===== config.mk =====
export PLATFORM = sky130hd
export DESIGN_NAME = stereo_peak_meter_ballistics_top
export DESIGN_NICKNAME = d
export VERILOG_FILES = /design/src/hdl/spmb_pkg.sv /design/src/hdl/stereo_peak_meter_ballistics_top.sv
export SDC_FILE = /design/constraint.sdc
export NUM_CORES = 2
export LEC_CHECK = 0
export CORE_UTILIZATION = 30
export DETAILED_ROUTE_END_ITERATION = 12
export DONT_BUFFER_PORTS = 1
export GPL_TIMING_DRIVEN = 0
export MAX_ROUTING_LAYER = met4
export SLEW_MARGIN = 20
export SYNTH_ARGS = -nofsm -noshare
export SYNTH_HDL_FRONTEND = slang
export SYNTH_SLANG_ARGS = --single-unit

===== constraint.sdc =====
create_clock -name i_clk -period 24.5 [get_ports i_clk]
set_input_delay 0 -clock i_clk [delete_from_list [all_inputs] [get_ports i_clk]]
set_output_delay 0 -clock i_clk [all_outputs]
set_load 0.05 [all_outputs]

===== src/hdl/spmb_pkg.sv =====
// package for the stereo peak meter ballistics block
// request and register codes, field widths, reset values and decay constants
// no dependencies
`timescale 1ns / 1ps
`default_nettype none

package spmb_pkg;

    // default widths of the level state and the hold counter
    localparam int LEVEL_BITS_DEF = 16;
    localparam int HOLD_BITS_DEF  = 10;

    // fixed widths of the port fields
    localparam int VALUE_W    = 16;
    localparam int REQ_W      = 3;
    localparam int CFG_IDX_W  = 2;
    localparam int CFG_DATA_W = 16;
    localparam int HOLD_CFG_W = 10;
    localparam int STEP_W     = 16;
    localparam int FACTOR_W   = 16;

    // configuration reset values
    localparam logic [HOLD_CFG_W-1:0] HOLD_TICKS_RST  = 10'd30;
    localparam logic [STEP_W-1:0]     DECAY_STEP_RST  = 16'd164;
    localparam logic [FACTOR_W-1:0]   SMOOTH_F_RST    = 16'd19661;

    // per-tick decay factors in q0.16
    localparam int DECAY_LEVEL_Q16 = 58982;
    localparam int DECAY_RMS_Q16   = 62259;

    typedef enum logic [REQ_W-1:0] {
        REQ_SET_LEVEL = 3'd0,
        REQ_SET_RMS   = 3'd1,
        REQ_TICK      = 3'd2,
        REQ_CLR_CLIP  = 3'd3,
        REQ_CLR_PEAK  = 3'd4
    } t_req;

    typedef enum logic [CFG_IDX_W-1:0] {
        CFG_HOLD_TICKS = 2'd0,
        CFG_DECAY_STEP = 2'd1,
        CFG_SMOOTH_F   = 2'd2
    } t_cfg_idx;

endpackage

`default_nettype wire


===== src/hdl/stereo_peak_meter_ballistics_top.sv =====
// top level of the stereo peak meter ballistics block
// per-channel level, rms, peak hold and clip state with a registered result
// depends on spmb_pkg
`timescale 1ns / 1ps
`default_nettype none

// stereo level meter ballistics, two channels of unsigned q2.14 levels
//
// input channel (i_in_valid / o_in_ready) carries a request code and one value
// per channel: set levels, set rms, display tick, clear clip, clear peaks.
// every transfer in yields exactly one transfer out (o_out_valid / i_out_ready)
// that shows smoothed level, rms, held peak and clip latch after the request.
//
// pipeline: the request is captured in an input register; when the result
// slot is free, the channel state is updated and the result register is
// loaded from the same short multiply/compare logic.
// throughput: one request per cycle while results are taken, the state update
// for a request finishes in the cycle it leaves the input register (one
// smoothing multiply plus two constant multiplies per channel).
//
// when the receiver stalls the result register holds, the input register
// holds behind it and o_in_ready drops; nothing is lost or repeated.
// synchronous active-low reset clears both valid flags and all channel state
// and loads the register defaults (hold 30, step 164, smoothing 19661).
// configuration writes take effect at the edge where i_cfg_wr_en is high and
// are expected only while the block is idle.
module stereo_peak_meter_ballistics_top #(
    parameter int LEVEL_BITS = spmb_pkg::LEVEL_BITS_DEF,
    parameter int HOLD_BITS  = spmb_pkg::HOLD_BITS_DEF
) (
    input  wire logic                           i_clk,
    input  wire logic                           i_rst_n,

    input  wire logic                           i_cfg_wr_en,
    input  wire logic [spmb_pkg::CFG_IDX_W-1:0] i_cfg_idx,
    input  wire logic [spmb_pkg::CFG_DATA_W-1:0] i_cfg_wdata,

    input  wire logic                           i_in_valid,
    output logic                                o_in_ready,
    input  wire logic [spmb_pkg::REQ_W-1:0]     i_req_type,
    input  wire logic [spmb_pkg::VALUE_W-1:0]   i_left_value,
    input  wire logic [spmb_pkg::VALUE_W-1:0]   i_right_value,

    output logic                                o_out_valid,
    input  wire logic                           i_out_ready,
    output logic [spmb_pkg::VALUE_W-1:0]        o_left_smooth_out,
    output logic [spmb_pkg::VALUE_W-1:0]        o_right_smooth_out,
    output logic [spmb_pkg::VALUE_W-1:0]        o_left_rms_out,
    output logic [spmb_pkg::VALUE_W-1:0]        o_right_rms_out,
    output logic [spmb_pkg::VALUE_W-1:0]        o_left_peak_out,
    output logic [spmb_pkg::VALUE_W-1:0]        o_right_peak_out,
    output logic                                o_left_clip_out,
    output logic                                o_right_clip_out
);
    import spmb_pkg::*;

    // signed product width for the smoothing step: level diff times 17-bit factor
    localparam int PRODW = LEVEL_BITS + 18;
    // width for the peak fall compare, covers level and step
    localparam int PW    = LEVEL_BITS + 16;
    localparam int CW    = LEVEL_BITS + 16;

    localparam logic [LEVEL_BITS-1:0] UNITY = LEVEL_BITS'(1) << (LEVEL_BITS - 2);
    localparam logic signed [PRODW-1:0] ROUND_HALF = PRODW'(32768);
    localparam logic [CW-1:0] K_LEVEL = CW'(DECAY_LEVEL_Q16);
    localparam logic [CW-1:0] K_RMS   = CW'(DECAY_RMS_Q16);

    // configuration registers
    logic [HOLD_CFG_W-1:0] r_hold_ticks;
    logic [STEP_W-1:0]     r_decay_step;
    logic [FACTOR_W-1:0]   r_smooth_f;

    // input register
    logic                  r_in_valid;
    t_req                  r_req;
    logic [VALUE_W-1:0]    r_val [2];

    // channel state, index 0 left, 1 right
    logic [LEVEL_BITS-1:0] r_lvl    [2];
    logic [LEVEL_BITS-1:0] r_smooth [2];
    logic [LEVEL_BITS-1:0] r_rms    [2];
    logic [LEVEL_BITS-1:0] r_peak   [2];
    logic [HOLD_BITS-1:0]  r_hold   [2];
    logic                  r_clip   [2];

    logic [LEVEL_BITS-1:0] n_lvl    [2];
    logic [LEVEL_BITS-1:0] n_smooth [2];
    logic [LEVEL_BITS-1:0] n_rms    [2];
    logic [LEVEL_BITS-1:0] n_peak   [2];
    logic [HOLD_BITS-1:0]  n_hold   [2];
    logic                  n_clip   [2];

    // result register
    logic                  r_out_valid;
    logic [VALUE_W-1:0]    r_out_smooth [2];
    logic [VALUE_W-1:0]    r_out_rms    [2];
    logic [VALUE_W-1:0]    r_out_peak   [2];
    logic                  r_out_clip   [2];

    // datapath intermediates
    logic [LEVEL_BITS-1:0]      set_val  [2];
    logic signed [LEVEL_BITS:0] diff     [2];
    logic signed [PRODW-1:0]    prod     [2];
    logic signed [PRODW-1:0]    adj      [2];
    logic signed [PRODW-1:0]    sm_sum   [2];
    logic [CW-1:0]              lvl_prod [2];
    logic [CW-1:0]              rms_prod [2];
    logic [PW-1:0]              peak_ext [2];
    logic [PW-1:0]              step_ext;
    logic signed [PRODW-1:0]    f_ext;

    logic out_free;
    logic do_step;

    // result slot is free when empty or being taken this cycle
    assign out_free   = !r_out_valid || i_out_ready;
    assign do_step    = r_in_valid && out_free;
    assign o_in_ready = !r_in_valid || out_free;

    assign step_ext = PW'(r_decay_step);
    assign f_ext    = $signed({{(PRODW-FACTOR_W){1'b0}}, r_smooth_f});

    // per-channel next state, channels are independent
    always_comb begin
        for (int c = 0; c < 2; c++) begin
            set_val[c]  = LEVEL_BITS'(r_val[c]);
            // s + round((l - s) * f / 65536), stays between s and l
            diff[c]     = $signed({1'b0, r_lvl[c]}) - $signed({1'b0, r_smooth[c]});
            prod[c]     = PRODW'(diff[c]) * f_ext;
            adj[c]      = (prod[c] + ROUND_HALF) >>> 16;
            sm_sum[c]   = $signed({{(PRODW-LEVEL_BITS){1'b0}}, r_smooth[c]}) + adj[c];
            lvl_prod[c] = CW'(r_lvl[c]) * K_LEVEL;
            rms_prod[c] = CW'(r_rms[c]) * K_RMS;
            peak_ext[c] = PW'(r_peak[c]);

            n_lvl[c]    = r_lvl[c];
            n_smooth[c] = r_smooth[c];
            n_rms[c]    = r_rms[c];
            n_peak[c]   = r_peak[c];
            n_hold[c]   = r_hold[c];
            n_clip[c]   = r_clip[c];

            unique case (r_req)
                REQ_SET_LEVEL: begin
                    n_lvl[c] = set_val[c];
                    // exactly unity does not clip
                    if (set_val[c] > UNITY) begin
                        n_clip[c] = 1'b1;
                    end
                    if (set_val[c] > r_peak[c]) begin
                        n_peak[c] = set_val[c];
                        n_hold[c] = HOLD_BITS'(r_hold_ticks);
                    end
                end
                REQ_SET_RMS: begin
                    n_rms[c] = set_val[c];
                end
                REQ_TICK: begin
                    n_smooth[c] = sm_sum[c][LEVEL_BITS-1:0];
                    n_lvl[c]    = lvl_prod[c][CW-1:16];
                    n_rms[c]    = rms_prod[c][CW-1:16];
                    if (r_hold[c] != '0) begin
                        n_hold[c] = r_hold[c] - HOLD_BITS'(1);
                    end else if (peak_ext[c] > step_ext) begin
                        n_peak[c] = LEVEL_BITS'(peak_ext[c] - step_ext);
                    end else begin
                        n_peak[c] = '0;
                    end
                end
                REQ_CLR_CLIP: begin
                    n_clip[c] = 1'b0;
                end
                REQ_CLR_PEAK: begin
                    n_peak[c] = '0;
                    n_hold[c] = '0;
                end
                default: begin
                end
            endcase
        end
    end

    always_ff @(posedge i_clk) begin
        if (!i_rst_n) begin
            r_hold_ticks <= HOLD_TICKS_RST;
            r_decay_step <= DECAY_STEP_RST;
            r_smooth_f   <= SMOOTH_F_RST;
            r_in_valid   <= 1'b0;
            r_out_valid  <= 1'b0;
            for (int c = 0; c < 2; c++) begin
                r_lvl[c]    <= '0;
                r_smooth[c] <= '0;
                r_rms[c]    <= '0;
                r_peak[c]   <= '0;
                r_hold[c]   <= '0;
                r_clip[c]   <= 1'b0;
            end
        end else begin
            // config writes, unknown index ignored
            if (i_cfg_wr_en) begin
                unique case (t_cfg_idx'(i_cfg_idx))
                    CFG_HOLD_TICKS: r_hold_ticks <= HOLD_CFG_W'(i_cfg_wdata);
                    CFG_DECAY_STEP: r_decay_step <= STEP_W'(i_cfg_wdata);
                    CFG_SMOOTH_F:   r_smooth_f   <= FACTOR_W'(i_cfg_wdata);
                    default: begin
                    end
                endcase
            end

            if (o_in_ready) begin
                r_in_valid <= i_in_valid;
            end
            if (out_free) begin
                r_out_valid <= r_in_valid;
            end

            if (do_step) begin
                for (int c = 0; c < 2; c++) begin
                    r_lvl[c]    <= n_lvl[c];
                    r_smooth[c] <= n_smooth[c];
                    r_rms[c]    <= n_rms[c];
                    r_peak[c]   <= n_peak[c];
                    r_hold[c]   <= n_hold[c];
                    r_clip[c]   <= n_clip[c];
                end
            end
        end
    end

    // payload registers, no reset
    always_ff @(posedge i_clk) begin
        if (i_in_valid && o_in_ready) begin
            r_req    <= t_req'(i_req_type);
            r_val[0] <= i_left_value;
            r_val[1] <= i_right_value;
        end
        if (do_step) begin
            for (int c = 0; c < 2; c++) begin
                r_out_smooth[c] <= VALUE_W'(n_smooth[c]);
                r_out_rms[c]    <= VALUE_W'(n_rms[c]);
                r_out_peak[c]   <= VALUE_W'(n_peak[c]);
                r_out_clip[c]   <= n_clip[c];
            end
        end
    end

    assign o_out_valid        = r_out_valid;
    assign o_left_smooth_out  = r_out_smooth[0];
    assign o_right_smooth_out = r_out_smooth[1];
    assign o_left_rms_out     = r_out_rms[0];
    assign o_right_rms_out    = r_out_rms[1];
    assign o_left_peak_out    = r_out_peak[0];
    assign o_right_peak_out   = r_out_peak[1];
    assign o_left_clip_out    = r_out_clip[0];
    assign o_right_clip_out   = r_out_clip[1];

`ifndef ASSERT_OFF
    // a running left hold always belongs to a captured, nonzero left peak
    a_hold_implies_peak: assert property (@(posedge i_clk) disable iff (!i_rst_n)
        (r_hold[0] != '0) |-> (r_peak[0] != '0))
        else $error("left hold running with zero peak");

    // a stalled request stays in the input register
    a_stall_keeps_item: assert property (@(posedge i_clk) disable iff (!i_rst_n)
        (r_in_valid && !out_free) |=> r_in_valid)
        else $error("stalled request dropped");

    // clear clip shows both latches low in its result
    a_clear_clip: assert property (@(posedge i_clk) disable iff (!i_rst_n)
        (do_step && r_req == REQ_CLR_CLIP) |=> (!o_left_clip_out && !o_right_clip_out))
        else $error("clip latch not cleared");

    // clear peaks shows both peaks at zero in its result
    a_clear_peak: assert property (@(posedge i_clk) disable iff (!i_rst_n)
        (do_step && r_req == REQ_CLR_PEAK) |=>
        (o_left_peak_out == '0 && o_right_peak_out == '0))
        else $error("peak not cleared");
`endif

endmodule

`default_nettype wire

==> metrics.txt <==
Worst R2R End r_out_smooth[0][15]; I/O Buffers 0; Rel. slew slack 0.164; CP Max Fanout 10; Post-DP Area a little under 60000 µm²; largest net degree at the start of global routing 42; Hold Startpoint i_right_value[8]; final setup TNS 0 ps; via/cell ratio roughly 4.8; Vias between 30000 and 40000; fin crit share 0.510; CP peak stage delay roughly 760 ps; filler cell count around 19000; Slew @ Worst Pin between 1000 and 1500 ps; H-tree depth 2; register area share after synthesis 0.169; #FFs+latches synth 327; # DRC 0; first-pass GRT wire length 252000 µm; synth warn 0; final setup fails 0; Core ar. approximately 180000 µm²; CTS tree yes; R2R cell count 42; RSZ-0062 raised after global routing no; mapped cell area approximately 55000 µm²; Hold Path Depth 1; most used cell, CP fa_1; Syn Inst Count between 5000 and 6000; initial drt markers between 2000 and 3000; Worst-path clk slew approximately 60 ps; gr ovfl total 0; syn_nets approximately 7400; Arrival @ worst endpoint 12800 ps; Layout Nets 7548; layout overhead on the synthesized area 10.3%; Finished Cell Area about 60000 µm²; CTS Buf Count a little over 40; vias in the first global route roughly 42000; layout cell share with drive strength beyond 1 0.0175; Sequential Area 9380 µm²; GRT Total Usage 0.182; site row count 157; WP data required around 25000 ps; commonest non-fill, non-tap cell in the layout inv_1; CP Class reg -> reg; num ports approximately 160; CP delay by family, top compound AO/OA/AOI/OAI gates; FMAX around 80 MHz; # hold bufs at CTS 96; startpoint types flop; Clock Sinks roughly 330; min Tclk post-route about 12000 ps; GPL Wtd Cong a little over 0.9; Post-synth EDFFs 283; initial core utilization 0.303; reg-to-reg setup timing slack 12020 ps; status finished, final reports clean; clock skew 31.2 ps; HP Class in -> reg; DR WL/cell 19.6 µm; Worst-Skew Late Latency 620 ps; Detailed Place HPWL around 140000 µm; post-cts sizing count 0; Slew Viols, Final 0; post-CTS setup buffer count 0; crit path capture type flop; largest cells by area after synthesis fa_1 32%, ha_1 18%, edfxtp_1 15%; die height between 400 and 500 µm; die area between 150000 and 200000 µm²; die width 432 µm; CP bufs+invs 4; Critical-path top delay cell xnor2_1; initial antenna violation count 15; reg-to-reg startpoint r_lvl[0][1]; Detail Route Antenna Nets 0; area of the multi-input gates 40600 µm²; Detailed Route WL 162000 µm; root buf cell clkbuf_16; Final Hold Viols 0; hold path endpoint r_val[0][24]; Max Cap Viol 0; Syn Area/Cell just under 10 µm²; area share of the largest cell type after synthesis 0.324; CTS max path bufs 3; most frequent cells in the layout 1298 x inv_1, 898 x fa_1, 802 x ha_1; first drt pass iteration count 5; Distinct cells, synth 74; fraction of registers with async set/reset 0; post-synthesis cell type with the largest combined area fa_1; Synth Flop Type edfxtp_1
## cells in the mapped netlist (16+ instances only)
| master | n |
|---|---|
| o22ai_1 | 24 |
| nand2_1 | 466 |
| xor2_1 | 75 |
| nand4_1 | 20 |
| nand3_1 | 46 |
| or3_1 | 16 |
| nand2b_1 | 34 |
| a22oi_1 | 53 |
| a21o_1 | 69 |
| ha_1 | 802 |
| and2_1 | 382 |
| fa_1 | 898 |
| nor2_1 | 132 |
| o21ai_0 | 140 |
| a21boi_0 | 35 |
| a21oi_1 | 197 |
| nor3_1 | 32 |
| inv_1 | 1298 |
| o21bai_1 | 18 |
| clkbuf_1 | 149 |
| nor2b_1 | 67 |
| dfxtp_1 | 44 |
| edfxtp_1 | 283 |
| o21a_1 | 37 |
| xnor2_1 | 138 |
## worst max path at each step
stage	startpoint	end	slack (ps)	depth (start not counted)
finish	r_lvl[0][1]	r_out_smooth[0][15]	12020	42
global route	r_lvl[0][0]	r_out_smooth[0][15]	11190	43
CTS	r_lvl[0][0]	r_out_smooth[0][15]	11890	43
detailed placement	r_lvl[0][0]	r_out_smooth[0][15]	11940	43
global placement	o_out_valid	r_rms[0][24]	11360	3
floorplan	r_lvl[0][1]	r_smooth[0][15]	14470	42
## kinds of logic (layout without fill, tap and decap cells)
| group | count (synthesis) | in the layout | synth area share |
|---|---|---|---|
| AO/OA/AOI/OAI | 683 | 683 | 0.0782 |
| XOR/XNOR | 215 | 215 | 0.0344 |
| adder cells (fa/ha/maj) | 1700 | 1700 | 0.505 |
| buffers and inverters | 1458 | 1635 | 0.0987 |
| flip-flops | 327 | 327 | 0.169 |
| multiplexers | 1 | 1 | 0.000180 |
| other | 0 | 7 | 0 |
| AND/OR/NAND/NOR | 1259 | 1259 | 0.114 |
## layout make-up
| class | instances | area share |
|---|---|---|
| Inverter | 1298 | 0.0796 |
| Clock buffer | 49 | 0.0178 |
| Multi-Input combinational cell | 3858 | 0.664 |
| Timing Repair Buffer | 104 | 0.0187 |
| Tap cell | 2464 | 0.0504 |
| Antenna cell | 7 | 0.000286 |
| Clock inverter | 24 | 0.00552 |
| Buffer | 160 | 0.00990 |
| Sequential cell | 327 | 0.153 |
## per-layer routing
layer	global-route usage	share of wire	wire (µm)	vias up
li1	-	-	-	18104
met1	0.233	0.43	69000	20075
met2	0.305	0.49	79300	1102
met3	0.0191	0.052	8490	274
met4	0.0539	0.033	5380	0
met5	-	0	0	-
## stage by stage
step                      hold WS (ps)  worst slack (ps)  std cells  utilization
after global routing              19.2             11190       8288        0.334
after floorplan                   98.9             14470       5643            -
after detailed placement          98.9             11940       8115        0.321
after global placement            98.9             11360       8107        0.319
final                             15.9             12020       8291        0.334
after CTS                       0.0135             11890       8284        0.334
## state kept, by name, indices dropped and copies added (netlist names), 2 cells and up
register and cells:
r_hold_ticks 10, r_out_peak 32, r_peak 32, r_req 3, r_val 32, r_lvl 32, r_smooth_f 16, r_out_clip 2
r_hold 20, r_smooth 32, r_clip 2, r_decay_step 16, r_rms 32, r_out_smooth 32, r_out_rms 32
Power is left out: the tool's default activity adds up to more than one toggle a clock period on the data nets, which glitch-free logic cannot reach.
